File: src/design/linear_adsr_envelope_defines.svh
// ----------------------------------------------------------------------------
// linear_adsr_envelope_defines
// Assertion macros shared by the envelope modules. Each expects clk and
// arst_n in the scope where it is used.
// ----------------------------------------------------------------------------
`ifndef LINEAR_ADSR_ENVELOPE_DEFINES_SVH
`define LINEAR_ADSR_ENVELOPE_DEFINES_SVH

// cond must hold at every clock edge outside reset
`define LAE_ASSERT_ALWAYS(lbl, cond, msg) \
	lbl: assert property (@(posedge clk) disable iff (!arst_n) (cond)) else $error(msg);

// ante implies cons in the same cycle
`define LAE_ASSERT_IMP(lbl, ante, cons, msg) \
	lbl: assert property (@(posedge clk) disable iff (!arst_n) (ante) |-> (cons)) \
		else $error(msg);

// ante implies cons in the next cycle
`define LAE_ASSERT_NEXT(lbl, ante, cons, msg) \
	lbl: assert property (@(posedge clk) disable iff (!arst_n) (ante) |=> (cons)) \
		else $error(msg);

`endif

File: src/design/lae_pkg.sv
// ----------------------------------------------------------------------------
// lae_pkg
// Types, constants and helpers of the linear ADSR envelope.
// ----------------------------------------------------------------------------
package lae_pkg;

	localparam int unsigned STEP_W     = 26;  // Q2.24 step
	localparam int unsigned PHASE_W    = 25;  // phase never exceeds 1.0
	localparam int unsigned LEVEL_W    = 17;  // Q1.16, unity included
	localparam int unsigned SAMPLE_W   = 24;
	localparam int unsigned MODE_W     = 2;
	localparam int unsigned CFG_ADDR_W = 3;
	localparam int unsigned FRAC_W     = 24;
	localparam int unsigned LANE_PROD_W = SAMPLE_W + LEVEL_W + 1;

	localparam logic [LEVEL_W-1:0] UNITY   = LEVEL_W'(65536);
	localparam logic [STEP_W:0]    ONE_Q24 = (STEP_W + 1)'(16777216);

	typedef enum logic [MODE_W-1:0] {
		MODE_TICK     = 2'd0,
		MODE_NOTE_ON  = 2'd1,
		MODE_NOTE_OFF = 2'd2,
		MODE_RESET    = 2'd3
	} mode_t;

	typedef enum logic [2:0] {
		ST_OFF     = 3'd0,
		ST_ATTACK  = 3'd1,
		ST_DECAY   = 3'd2,
		ST_SUSTAIN = 3'd3,
		ST_RELEASE = 3'd4
	} stage_t;

	typedef enum logic [CFG_ADDR_W-1:0] {
		CFG_ATTACK_STEP   = 3'd0,
		CFG_DECAY_STEP    = 3'd1,
		CFG_RELEASE_STEP  = 3'd2,
		CFG_SUSTAIN_LEVEL = 3'd3,
		CFG_ATTACK_EN     = 3'd4,
		CFG_DECAY_EN      = 3'd5
	} cfg_index_t;

	typedef enum logic [1:0] {
		GAIN_ZERO    = 2'd0,
		GAIN_SUSTAIN = 2'd1,
		GAIN_INTERP  = 2'd2
	} gain_kind_t;

	typedef struct packed {
		logic [STEP_W-1:0]  attack_step;
		logic [STEP_W-1:0]  decay_step;
		logic [STEP_W-1:0]  release_step;
		logic [LEVEL_W-1:0] sustain_level;
		logic               attack_enable;
		logic               decay_enable;
	} cfg_t;

	typedef struct packed {
		logic               busy;        // a tick is inside the gain pipeline
		logic               gain_valid;  // gain holds the level of that tick
		logic [LEVEL_W-1:0] gain;
	} env_status_t;

	function automatic logic [LEVEL_W-1:0] sustain_sat(input logic [LEVEL_W-1:0] lvl);
		return (lvl > UNITY) ? UNITY : lvl;
	endfunction

endpackage

File: src/design/lae_lane.sv
// ----------------------------------------------------------------------------
// lae_lane
// One channel lane: registered sample times level, floor shift by 16.
// ----------------------------------------------------------------------------
module lae_lane
	import lae_pkg::*;
(
	input  logic                clk,
	input  logic                load,
	input  logic [SAMPLE_W-1:0] sample,
	input  logic [LEVEL_W-1:0]  gain,
	output logic [SAMPLE_W-1:0] scaled
);

	logic signed [LANE_PROD_W-1:0] prod_s4;

	always_ff @(posedge clk) begin
		if (load) begin
			prod_s4 <= LANE_PROD_W'($signed(sample) * $signed({1'b0, gain}));
		end
	end

	// arithmetic shift right by 16 is a plain slice of the signed product
	assign scaled = prod_s4[SAMPLE_W+15:16];

endmodule

File: src/design/lae_env_core.sv
// ----------------------------------------------------------------------------
// lae_env_core
// Envelope state machine and the interpolation pipeline that yields one
// level per sample tick.
// ----------------------------------------------------------------------------
`include "linear_adsr_envelope_defines.svh"

module lae_env_core
	import lae_pkg::*;
(
	input  logic        clk,
	input  logic        arst_n,
	input  cfg_t        cfg,
	input  logic        req,
	input  mode_t       mode,
	output env_status_t status
);

	stage_t             stage_q, stage_d;
	logic [PHASE_W-1:0] phase_q, phase_d;
	logic [LEVEL_W-1:0] start_q, start_d;
	logic [LEVEL_W-1:0] last_q, last_d;

	logic v_s1, v_s2, v_s3;

	// operand and result stages (payload)
	logic [LEVEL_W-1:0] prod_s2;
	logic [LEVEL_W-1:0] start_s2;
	logic [LEVEL_W-1:0] sat_s2;
	logic               up_s2;
	gain_kind_t         kind_s2;
	logic [LEVEL_W-1:0] gain_s3;

	logic [LEVEL_W-1:0] sat;
	logic [LEVEL_W-1:0] gain_d;

	assign sat = sustain_sat(cfg.sustain_level);

	// next state
	always_comb begin
		logic [STEP_W-1:0] step;
		logic [STEP_W:0]   sum;
		logic              enter;
		stage_t            nxt;
		stage_d = stage_q;
		phase_d = phase_q;
		start_d = start_q;
		last_d  = last_q;
		step    = '0;
		sum     = '0;
		enter   = 1'b0;
		nxt     = ST_OFF;
		if (v_s2 && kind_s2 == GAIN_INTERP) begin
			last_d = gain_d;
		end
		if (req) begin
			case (mode)
				MODE_NOTE_ON: begin
					enter = 1'b1;
					if (cfg.attack_enable) begin
						nxt = ST_ATTACK;
					end else if (cfg.decay_enable) begin
						nxt = ST_DECAY;
					end else begin
						nxt = ST_SUSTAIN;
					end
				end
				MODE_NOTE_OFF: begin
					stage_d = ST_RELEASE;
					phase_d = '0;
					start_d = last_q;
				end
				MODE_RESET: begin
					enter = 1'b1;
					nxt   = ST_OFF;
				end
				MODE_TICK: begin
					case (stage_q)
						ST_ATTACK, ST_DECAY, ST_RELEASE: begin
							case (stage_q)
								ST_ATTACK: begin
									step = cfg.attack_step;
									nxt  = ST_DECAY;
								end
								ST_DECAY: begin
									step = cfg.decay_step;
									nxt  = ST_SUSTAIN;
								end
								default: begin
									step = cfg.release_step;
									nxt  = ST_OFF;
								end
							endcase
							sum = {2'b00, phase_q} + {1'b0, step};
							if (sum > ONE_Q24) begin
								enter = 1'b1;
							end else begin
								phase_d = sum[PHASE_W-1:0];
							end
						end
						ST_SUSTAIN: begin
						end
						default: begin
							stage_d = ST_OFF;
						end
					endcase
				end
				default: begin
				end
			endcase
		end
		if (enter) begin
			stage_d = nxt;
			phase_d = '0;
			case (nxt)
				ST_ATTACK: begin
					start_d = '0;
					last_d  = '0;
				end
				ST_DECAY: begin
					start_d = UNITY;
					last_d  = UNITY;
				end
				ST_SUSTAIN: begin
					start_d = sat;
					last_d  = sat;
				end
				default: begin
					stage_d = ST_OFF;
					start_d = '0;
					last_d  = '0;
				end
			endcase
		end
	end

	// interpolation operands from the updated state
	logic [LEVEL_W-1:0]   target;
	logic [LEVEL_W-1:0]   diff;
	logic                 up;
	gain_kind_t           kind;
	logic [2*LEVEL_W+PHASE_W-LEVEL_W-1:0] mul;

	always_comb begin
		case (stage_q)
			ST_ATTACK: begin
				target = UNITY;
				kind   = GAIN_INTERP;
			end
			ST_DECAY: begin
				target = sat;
				kind   = GAIN_INTERP;
			end
			ST_RELEASE: begin
				target = '0;
				kind   = GAIN_INTERP;
			end
			ST_SUSTAIN: begin
				target = '0;
				kind   = GAIN_SUSTAIN;
			end
			default: begin
				target = '0;
				kind   = GAIN_ZERO;
			end
		endcase
		up   = (target >= start_q);
		diff = up ? (target - start_q) : (start_q - target);
	end

	assign mul = {{LEVEL_W{1'b0}}, phase_q} * {{PHASE_W{1'b0}}, diff};

	always_comb begin
		case (kind_s2)
			GAIN_INTERP:  gain_d = up_s2 ? (start_s2 + prod_s2) : (start_s2 - prod_s2);
			GAIN_SUSTAIN: gain_d = sat_s2;
			default:      gain_d = '0;
		endcase
	end

	always_ff @(posedge clk or negedge arst_n) begin
		if (!arst_n) begin
			stage_q <= ST_OFF;
			phase_q <= '0;
			start_q <= '0;
			last_q  <= '0;
			v_s1    <= 1'b0;
			v_s2    <= 1'b0;
			v_s3    <= 1'b0;
		end else begin
			stage_q <= stage_d;
			phase_q <= phase_d;
			start_q <= start_d;
			last_q  <= last_d;
			v_s1    <= req && (mode == MODE_TICK);
			v_s2    <= v_s1;
			v_s3    <= v_s2;
		end
	end

	always_ff @(posedge clk) begin
		if (v_s1) begin
			prod_s2  <= mul[FRAC_W+LEVEL_W-1:FRAC_W];
			start_s2 <= start_q;
			sat_s2   <= sat;
			up_s2    <= up;
			kind_s2  <= kind;
		end
		if (v_s2) begin
			gain_s3 <= gain_d;
		end
	end

	assign status.busy       = v_s1 | v_s2 | v_s3;
	assign status.gain_valid = v_s3;
	assign status.gain       = gain_s3;

	`LAE_ASSERT_ALWAYS(a_phase_le_one, {2'b00, phase_q} <= ONE_Q24, "phase above 1.0")
	`LAE_ASSERT_IMP(a_off_is_quiet, stage_q == ST_OFF, phase_q == '0 && start_q == '0 && last_q == '0, "off stage holds nonzero state")
	`LAE_ASSERT_ALWAYS(a_one_in_flight, $onehot0({v_s1, v_s2, v_s3}), "more than one tick in flight")

endmodule

File: src/design/linear_adsr_envelope.sv
// ----------------------------------------------------------------------------
// linear_adsr_envelope
// Linear ADSR envelope applied to a multichannel sample frame, one lane of
// multiply per channel behind a shared envelope core.
// ----------------------------------------------------------------------------
//
// Channel   Dir  Request moves                     Handshake
// s_axis    in   tuser: mode; tdata: samples       tvalid / tready
// m_axis    out  tdata: scaled samples, level      tvalid / tready
// cfg       in   register index and value          cfg_we, no wait
//
// A sample tick passes from acceptance to result through the envelope state
// update, interpolation multiply, level add, then the per-channel multiply.
// Note-on, note-off and reset requests finish in the cycle they are taken.
// tready drops while a tick is in flight or its result has not reached the
// output register; a full output register stalls only the last stage.
// Reset puts the envelope in its off stage; registers take their defaults.
//
`include "linear_adsr_envelope_defines.svh"

module linear_adsr_envelope
	import lae_pkg::*;
#(
	parameter int unsigned CHANNELS = 2,
	localparam int unsigned IN_DATA_W  = ((SAMPLE_W * CHANNELS + 7) / 8) * 8,
	localparam int unsigned OUT_DATA_W = ((SAMPLE_W * CHANNELS + LEVEL_W + 7) / 8) * 8
) (
	input  logic                     clk,
	input  logic                     arst_n,
	// input stream
	input  logic                     s_axis_tvalid,
	output logic                     s_axis_tready,
	input  logic [IN_DATA_W-1:0]     s_axis_tdata,   // sample_0, sample_1, ...
	input  logic [MODE_W-1:0]        s_axis_tuser,   // mode
	// output stream
	output logic                     m_axis_tvalid,
	input  logic                     m_axis_tready,
	output logic [OUT_DATA_W-1:0]    m_axis_tdata,   // out_0, out_1, ..., level
	// configuration writes
	input  logic                     cfg_we,
	input  logic [CFG_ADDR_W-1:0]    cfg_addr,
	input  logic [STEP_W-1:0]        cfg_wdata
);

	// --- configuration registers ---
	cfg_t cfg_q;

	always_ff @(posedge clk or negedge arst_n) begin
		if (!arst_n) begin
			cfg_q.attack_step   <= '0;
			cfg_q.decay_step    <= '0;
			cfg_q.release_step  <= '0;
			cfg_q.sustain_level <= UNITY;
			cfg_q.attack_enable <= 1'b1;
			cfg_q.decay_enable  <= 1'b1;
		end else if (cfg_we) begin
			case (cfg_index_t'(cfg_addr))
				CFG_ATTACK_STEP:   cfg_q.attack_step   <= cfg_wdata;
				CFG_DECAY_STEP:    cfg_q.decay_step    <= cfg_wdata;
				CFG_RELEASE_STEP:  cfg_q.release_step  <= cfg_wdata;
				CFG_SUSTAIN_LEVEL: cfg_q.sustain_level <= cfg_wdata[LEVEL_W-1:0];
				CFG_ATTACK_EN:     cfg_q.attack_enable <= cfg_wdata[0];
				CFG_DECAY_EN:      cfg_q.decay_enable  <= cfg_wdata[0];
				default: begin
				end
			endcase
		end
	end

	// --- input acceptance ---
	env_status_t st;
	logic        in_fire;
	logic        v_s4;
	mode_t       in_mode;

	assign s_axis_tready = !(st.busy || v_s4);
	assign in_fire       = s_axis_tvalid && s_axis_tready;
	assign in_mode       = mode_t'(s_axis_tuser);

	// samples wait here while the level is worked out
	logic [SAMPLE_W-1:0] sample_q [CHANNELS];

	always_ff @(posedge clk) begin
		if (in_fire) begin
			for (int ch = 0; ch < CHANNELS; ch++) begin
				sample_q[ch] <= s_axis_tdata[ch*SAMPLE_W +: SAMPLE_W];
			end
		end
	end

	// --- envelope core ---
	lae_env_core u_core (
		.clk    (clk),
		.arst_n (arst_n),
		.cfg    (cfg_q),
		.req    (in_fire),
		.mode   (in_mode),
		.status (st)
	);

	// --- channel lanes ---
	logic [SAMPLE_W-1:0] lane_res [CHANNELS];

	for (genvar ch = 0; ch < CHANNELS; ch++) begin : g_lane
		lae_lane u_lane (
			.clk    (clk),
			.load   (st.gain_valid),
			.sample (sample_q[ch]),
			.gain   (st.gain),
			.scaled (lane_res[ch])
		);
	end

	// --- merge into the output register ---
	logic [LEVEL_W-1:0]  level_s4;
	logic [SAMPLE_W-1:0] out_q [CHANNELS];
	logic [LEVEL_W-1:0]  level_q;
	logic                out_valid_q;
	logic                out_load;

	// lanes hold their product until the output register has room
	assign out_load = v_s4 && (!out_valid_q || m_axis_tready);

	always_ff @(posedge clk or negedge arst_n) begin
		if (!arst_n) begin
			v_s4        <= 1'b0;
			out_valid_q <= 1'b0;
		end else begin
			if (st.gain_valid) begin
				v_s4 <= 1'b1;
			end else if (out_load) begin
				v_s4 <= 1'b0;
			end
			if (out_load) begin
				out_valid_q <= 1'b1;
			end else if (m_axis_tready) begin
				out_valid_q <= 1'b0;
			end
		end
	end

	always_ff @(posedge clk) begin
		if (st.gain_valid) begin
			level_s4 <= st.gain;
		end
		if (out_load) begin
			level_q <= level_s4;
			for (int ch = 0; ch < CHANNELS; ch++) begin
				out_q[ch] <= lane_res[ch];
			end
		end
	end

	assign m_axis_tvalid = out_valid_q;

	always_comb begin
		m_axis_tdata = '0;
		for (int ch = 0; ch < CHANNELS; ch++) begin
			m_axis_tdata[ch*SAMPLE_W +: SAMPLE_W] = out_q[ch];
		end
		m_axis_tdata[CHANNELS*SAMPLE_W +: LEVEL_W] = level_q;
	end

	// --- checks ---
	`LAE_ASSERT_NEXT(a_tick_blocks_input, in_fire && in_mode == MODE_TICK, !s_axis_tready, "input taken during a tick")
	`LAE_ASSERT_IMP(a_level_range, out_valid_q, level_q <= UNITY, "level above unity")
	`LAE_ASSERT_ALWAYS(a_single_result, !(st.gain_valid && v_s4), "two results in the lanes")

endmodule

File: config.mk
export PLATFORM = sky130hd
export DESIGN_NAME = linear_adsr_envelope
export DESIGN_NICKNAME = d
export VERILOG_FILES = /design/src/design/lae_pkg.sv /design/src/design/lae_lane.sv /design/src/design/lae_env_core.sv /design/src/design/linear_adsr_envelope.sv
export VERILOG_INCLUDE_DIRS = /design/src /design/src/design
export SDC_FILE = /design/constraint.sdc
export NUM_CORES = 2
export LEC_CHECK = 0
export ABC_AREA = 1
export BUFFER_PORTS_ARGS = -buffer_cell sky130_fd_sc_hd__buf_2
export CAP_MARGIN = 20
export CORE_UTILIZATION = 60
export CTS_CLUSTER_DIAMETER = 30
export DETAILED_ROUTE_END_ITERATION = 8
export MAX_ROUTING_LAYER = met4
export PLACE_DENSITY = 0.82
export SYNTH_ARGS = -nofsm -noshare
export SYNTH_HDL_FRONTEND = slang
export SYNTH_SLANG_ARGS = --single-unit
File: constraint.sdc
create_clock -name clk -period 7.8 [get_ports clk]
set_input_delay 1.17 -clock clk [delete_from_list [all_inputs] [get_ports clk]]
set_output_delay 1.17 -clock clk [all_outputs]
set_load 0.005 [all_outputs]
### Yosys cells after proc, flatten, opt, wreduce, memory -nomap -nowiden

Memories as Yosys holds them, arrays and structs flattened.
Index checks and enable logic that the tools add are counted.

* add/subtract/negate cells: 5
* multipliers: 3
* magnitude comparators: 3
* eq/ne operators: 20
* muxes and demuxes: 44
* bitwise gates (word level): 2
* reduce and logical (&&, ||, !) cells: 29

Operators by type and width (count)
* 17-bit two-way mux: 8
* 17-bit one-hot mux with 2 select lines: 3
* 25-bit two-way mux: 4
* 24-bit by 18-bit multiplier with 40-bit output: 2
* 26-bit two-way mux: 3
* 26-bit one-hot mux with 2 select lines: 1
* 17-bit subtractor: 3
* 25-bit one-hot mux with 2 select lines: 1
* 25-bit by 17-bit multiplier with 41-bit output: 1
* 25-bit by 26-bit adder with 27-bit output: 1
* 27-bit by 25-bit > comparator with 1-bit output, second input constant: 1
* 3-bit two-way mux: 7
* 3-bit by 2-bit == test with 1-bit output, second input constant: 6
* 17-bit adder: 1
* 17-bit >= comparator: 1
* 17-bit > comparator, second input constant: 1
* 2-bit AND reduction: 7
* 1-bit two-way mux: 12
* 3-bit one-hot mux with 2 select lines: 2
* 2-bit nonzero test: 5
* 3-bit by 1-bit == test with 1-bit output, second input constant: 3
* 3-bit == test, second input constant: 3
* 2-bit one-hot mux with 2 select lines: 2
* 2-bit == test, second input constant: 3
* 16 further kinds: 25

* register bits after elaboration: 349
* RAM bits: 96
* input bits: 84
* memories: 2

Memories
* out_q: depth 2, bits a word 24, rd ports 2, clocked after Yosys merged registers in 0, wr ports 2, line linear_adsr_envelope.sv:116 `logic [SAMPLE_W-1:0] out_q [CHANNELS];`
* sample_q: depth 2, bits a word 24, rd ports 2, clocked after Yosys merged registers in 0, wr ports 2, line linear_adsr_envelope.sv:81 `logic [SAMPLE_W-1:0] sample_q [CHANNELS];`

### Longest topological paths before layout

* depth after elaboration: 14
* gate-level depth with buffers: 46
* mapped depth without buffers: 44

### Modules after synthesis

A second synthesis with hierarchy kept.

* cell total of the unflattened synthesis: 8021
* area total of the unflattened synthesis: 63936.3 µm²

By module, submodules not included
* lae_env_core: instances 1, cells an instance 3295, area each 24249.5 µm², seq. area each 3758.6 µm²
* lae_lane (g_lane[0].u_lane): instances 1, cells an instance 2080, area each 15924.0 µm², seq. area each 720.7 µm²
* lae_lane (g_lane[1].u_lane): instances 1, cells an instance 2066, area each 15872.7 µm², seq. area each 720.7 µm²
* linear_adsr_envelope: instances 1, cells an instance 580, area each 7890.1 µm², seq. area each 6384.9 µm²

### Worst setup path before layout

Ideal clock, no wire load.

* path type: register -> register
* start: register cfg_q[2] (netlist name)
* end: register u_core.prod_s2[12] (data pin)
* setup time: 0.260 ns
* arrival time: 7.887 ns
* path slack: -0.346 ns
* stages on the path, launching flop included: 44
* buffers on the path: 2
* clock period less this slack: 8.146 ns
* path through: dfrtp_1 -> nor4_1 -> nand4_1 -> nand2_1 -> inv_1 -> nor2_1 -> inv_1 -> nor2_1 -> ha_1 -> clkbuf_2 -> nand2_1 -> nor2_1 -> nand2_1 -> o211ai_1 -> nand3b_1 -> nand2_2 -> inv_2 -> o21ai_0 -> [... 8 more ...] -> fa_1 -> inv_1 -> fa_1 -> fa_1 -> inv_1 -> fa_1 -> inv_1 -> ha_1 -> a21oi_1 -> o21ai_0 -> nor2_1 -> o21ai_0 -> a21oi_1 -> nor3_1 -> or2_2 -> nand3_1 -> nand2_1 -> xor2_1

* longest elaborated chain between the ends: 6

RTL lines
* from (decl): line linear_adsr_envelope.sv:46 `cfg_t cfg_q;`
* 17-bit > comparator *: line lae_pkg.sv:65 `return (lvl > UNITY) ? UNITY : lvl;`
* 17-bit two-way mux *: line lae_pkg.sv:65
* net u_core.sat[8]: line lae_env_core.sv:34 `logic [LEVEL_W-1:0] sat;`
* 17-bit one-hot mux with 2 select lines *: line lae_env_core.sv:145 `case (stage_q)`
* 17-bit subtractor / 17-bit >= comparator (equally long branches): line lae_env_core.sv:168, lae_env_core.sv:167
* 17-bit two-way mux *: line lae_env_core.sv:168 `diff = up ? (target - start_q) : (start_q - target);`
* 25-bit by 17-bit multiplier with 41-bit output *: line lae_env_core.sv:171 `assign mul = {{LEVEL_W{1'b0}}, phase_q} * {{PHASE_W{1'b0}}, diff};`
* net u_core.mul[36]: line lae_env_core.sv:142 `logic [2*LEVEL_W+PHASE_W-LEVEL_W-1:0] mul;`
* to (signal assigned): line lae_env_core.sv:203 `prod_s2 <= mul[FRAC_W+LEVEL_W-1:FRAC_W];`
* to (decl): line lae_env_core.sv:27 `logic [LEVEL_W-1:0] prod_s2;`

The timed path passes the listed nets; every way through them passes the cells marked *.
A chain may end at the register's enable or synchronous reset.

### Worst setup path in the final report

* start: register cfg_q[10] (netlist name)
* end: register u_core.prod_s2[16] (data pin)

The elaborated chain is that of the path after synthesis.

==> flow_summary.rst <==
.. list-table::
   :header-rows: 1

   * - Metric
     - Value
   * - Filler Cell Count
     - 7482
   * - Number of warning messages in the yosys log
     - 0
   * - Average wire per standard cell
     - 19.68 um
   * - Per-instance average area after synthesis
     - 8.309 um^2
   * - IO Count
     - 158
   * - Unrepaired setup endpoints after global routing
     - yes
   * - Clock network latency to the later pin of the worst-skew pair
     - 0.71 ns
   * - Sum Neg Setup Slack
     - -7.242 ns
   * - Startpoint type of the worst setup path
     - flip-flop
   * - Shortest clock period the worst path allows after layout
     - 8.357 ns
   * - CP Max Fanout
     - 8
   * - Post-synthesis cell type count
     - 57
   * - Top_reg_cell synth
     - sky130_fd_sc_hd__edfxtp_1
   * - Total core area
     - 0.1020 mm^2
   * - Weighted congestion at the end of routability-driven global placement
     - 0.9835
   * - Instance area after placement
     - 0.06658 mm^2
   * - Footprint of the multi-input gates
     - 0.04326 mm^2
   * - Total buffers and inverters traversed by the critical path
     - 12
   * - Largest net degree at the start of global routing
     - 93
   * - Finished layout cell area
     - 0.07238 mm^2
   * - Number of routed nets with antenna violations
     - 0
   * - Critical Path Most Common Cell
     - sky130_fd_sc_hd__fa_1
   * - Crit path max-delay family
     - adder cells
   * - Mean number of vias per cell
     - 5.552
   * - Maximum count of clock buffers along a single path
     - 3
   * - Top cell type's share of synthesized area
     - 36.18%
   * - Worst Path Class, Setup
     - flip-flop to flip-flop
   * - Port Buf Inserts
     - 150
   * - Combined area of all synthesized cells
     - 0.06192 mm^2
   * - Area growth from synthesis to layout
     - 16.89%
   * - Final Max Tran Viols
     - 0
   * - Highest clock rate
     - 119.7 MHz
   * - Worst setup slack for register-to-register paths
     - -0.56 ns
   * - Leftover overflow at the end of global routing
     - 0
   * - Worst hold slack
     - 0.4030 ns
   * - H-tree depth
     - 3
   * - Max-Cap Viols
     - 0
   * - CP Data Required Time
     - 8.24 ns
   * - Clock transition at the registers of the reported paths
     - 0.05 ns
   * - Wire length of the first global-routing pass
     - 292.3 mm
   * - Arr. time, crit path
     - 8.80 ns
   * - Initial antenna violation count
     - 2
   * - Most numerous cell types in the synthesized netlist
     - sky130_fd_sc_hd__inv_1, sky130_fd_sc_hd__nand2_1, sky130_fd_sc_hd__fa_1
   * - Total half-perimeter wirelength after legalization and detailed placement
     - 140.1 mm
   * - CTS Sinks
     - 413
   * - Length of the first detailed-routing pass in iterations
     - 9
   * - Share of final-layout standard cells stronger than drive strength 1
     - 14.99%
   * - Die span in y
     - 323.2 um
   * - Final-report hold violation count
     - 0
   * - DRC marker count from the first detailed-route iteration
     - 4692
   * - Number of nets in the layout
     - 9481
   * - Worst slew margin relative to its limit
     - 21.66%
   * - Number of flops mapped to enable cells by yosys
     - 249
   * - Overall track demand over capacity in global routing
     - 37.52%
   * - Type of the most critical hold path
     - flip-flop to flip-flop
   * - Number of buffers inserted during clock tree synthesis
     - 88
   * - Delay contributed by the slowest stage of the critical path
     - 0.56 ns
   * - Violated checks
     - negative setup slack
   * - Area enclosed by the die boundary
     - 0.1045 mm^2
   * - CP max-delay cell
     - sky130_fd_sc_hd__fa_1
   * - Proportion of synthesized flip-flops having asynchronous set or reset
     - 39.71%
   * - Number of rows created at floorplan
     - 117
   * - Cell at the root of the clock tree
     - sky130_fd_sc_hd__clkbuf_16
   * - Vias
     - 51920
   * - Slew of the pin with the lowest slew margin
     - 1.175 ns
   * - Max Clock Skew
     - 0.07612 ns
   * - Cell count after synthesis
     - 7452
   * - Vias in the first global route
     - 55950
   * - Reg area
     - 0.01159 mm^2
   * - Routed WL
     - 184.1 mm
   * - Sequential cell area fraction in the yosys report
     - 18.71%
   * - Setup WS post-layout
     - -0.5572 ns
   * - Yosys top cell by area
     - sky130_fd_sc_hd__fa_1
   * - Run status
     - complete, but fails checks
   * - Most used standard cell by instance count after synthesis
     - sky130_fd_sc_hd__inv_1
   * - Die Span X
     - 323.2 um
   * - Starting density of the core
     - 60.68%
   * - Number of endpoints failing setup at the final stage
     - 17
   * - Capturing element type of the critical path
     - flip-flop
   * - Cell types with the largest area share after synthesis
     - sky130_fd_sc_hd__fa_1, sky130_fd_sc_hd__edfxtp_1, sky130_fd_sc_hd__inv_1
   * - Period utilisation layout
     - 107.1%
   * - Flip-flop and latch count after synthesis
     - 413
   * - CTS tree
     - done
   * - Post-route DRC
     - 0
## metal layers
| metal | wire, um | part of all wire, % | GRT usage, % | vias to the layer above |
|---|---|---|---|---|
| met1 | 63310 | 34 | 41.81 | 25480 |
| met2 | 89740 | 49 | 61.27 | 2795 |
| met3 | 16280 | 8.8 | 7.087 | 916 |
| li1 | - | - | - | 22730 |
| met5 | 0 | 0 | - | - |
| met4 | 14750 | 8.0 | 25.56 | 0 |
## flip-flops by register name (all words and copies together), names as in the netlist, 25 cells and up
register,count
cfg_q,97
g_lane.u_lane.prod_s4,48
out_q,48
sample_q,48
u_core.phase_q,25
## kinds of logic (layout without fill, tap and decap cells)
family,count (synthesis),count (layout),share of synthesized area (%)
DFF,413,413,18.71
buffers and inverters,2278,2799,14.03
adders and majority gates,1494,1494,43.76
AOI/OAI and AO/OA,548,548,4.840
xor gates and xnor gates,150,150,2.122
other,1,11,0.006056
and+or+nand+nor,2568,2568,16.54
## area by class of cell
class	instances	share of cell area [%]
timing repair inverter	1	0.01037
clock inverter	60	1.264
tap	1368	2.365
multi-input combinational	4767	59.76
inverter	1967	10.28
clock buffer	106	3.264
sequential	413	16.01
timing repair buffer	665	7.027
antenna	4	0.01383
## worst reg2reg max path: cells and delay by family (launching register included)
family / cells / cell delay, ns
xor gates and xnor gates: 2 / 0.33
AOI/OAI and AO/OA: 5 / 0.80
adders and majority gates: 8 / 3.52
and+or+nand+nor: 15 / 1.79
buffers and inverters: 12 / 1.28
DFF: 1 / 0.37
## stage by stage
step	setup slack [ns]	instances	utilization, %
final	-0.5572	9351	70.93
after global routing	-0.9107	9349	70.93
after CTS	-0.3659	9309	69.88
after detailed placement	-0.7872	9084	65.25
after global placement	-0.7211	9084	65.25
after floorplan	0.01317	7458	-
## placed cells by master (no fill, tap or decap), types with 149 or more instances in the layout
master and count:
sky130_fd_sc_hd__ha_1 339, sky130_fd_sc_hd__buf_4 457, sky130_fd_sc_hd__buf_2 149, sky130_fd_sc_hd__dfrtp_1 159, sky130_fd_sc_hd__fa_1 1097, sky130_fd_sc_hd__edfxtp_1 249, sky130_fd_sc_hd__nand3_1 151, sky130_fd_sc_hd__a21oi_1 183
sky130_fd_sc_hd__inv_1 1904, sky130_fd_sc_hd__nor2_1 316, sky130_fd_sc_hd__o21ai_0 187, sky130_fd_sc_hd__nand2_1 1840
## final timing paths
path | from | endpoint | depth (start not counted)
setup reg to reg | cfg_q[10] | u_core.prod_s2[16] | 42
max in group asynchronous | arst_n | cfg_q[62] | 2
setup / recovery | cfg_q[10] | u_core.prod_s2[16] | 42
hold / removal | g_lane[0].u_lane.prod_s4[34] | out_q[0][18] | 0
min in group asynchronous | arst_n | u_core.phase_q[18] | 1
hold reg to reg | g_lane[0].u_lane.prod_s4[34] | out_q[0][18] | 0
## timing repair
action / 4_1_cts / 5_1_grt
endpoints found under the setup margin: 17 / 18
gates cloned: 2 / 0
pin swaps: 110 / 89
hold buffers: 0 / 0
hold endpoints to repair: 0 / 0
gates resized for setup: 259 / 197
setup buffers: 58 / 40
Power is not shown: default switching activity piles up to over one toggle a cycle in this logic, so the estimate is an artifact.
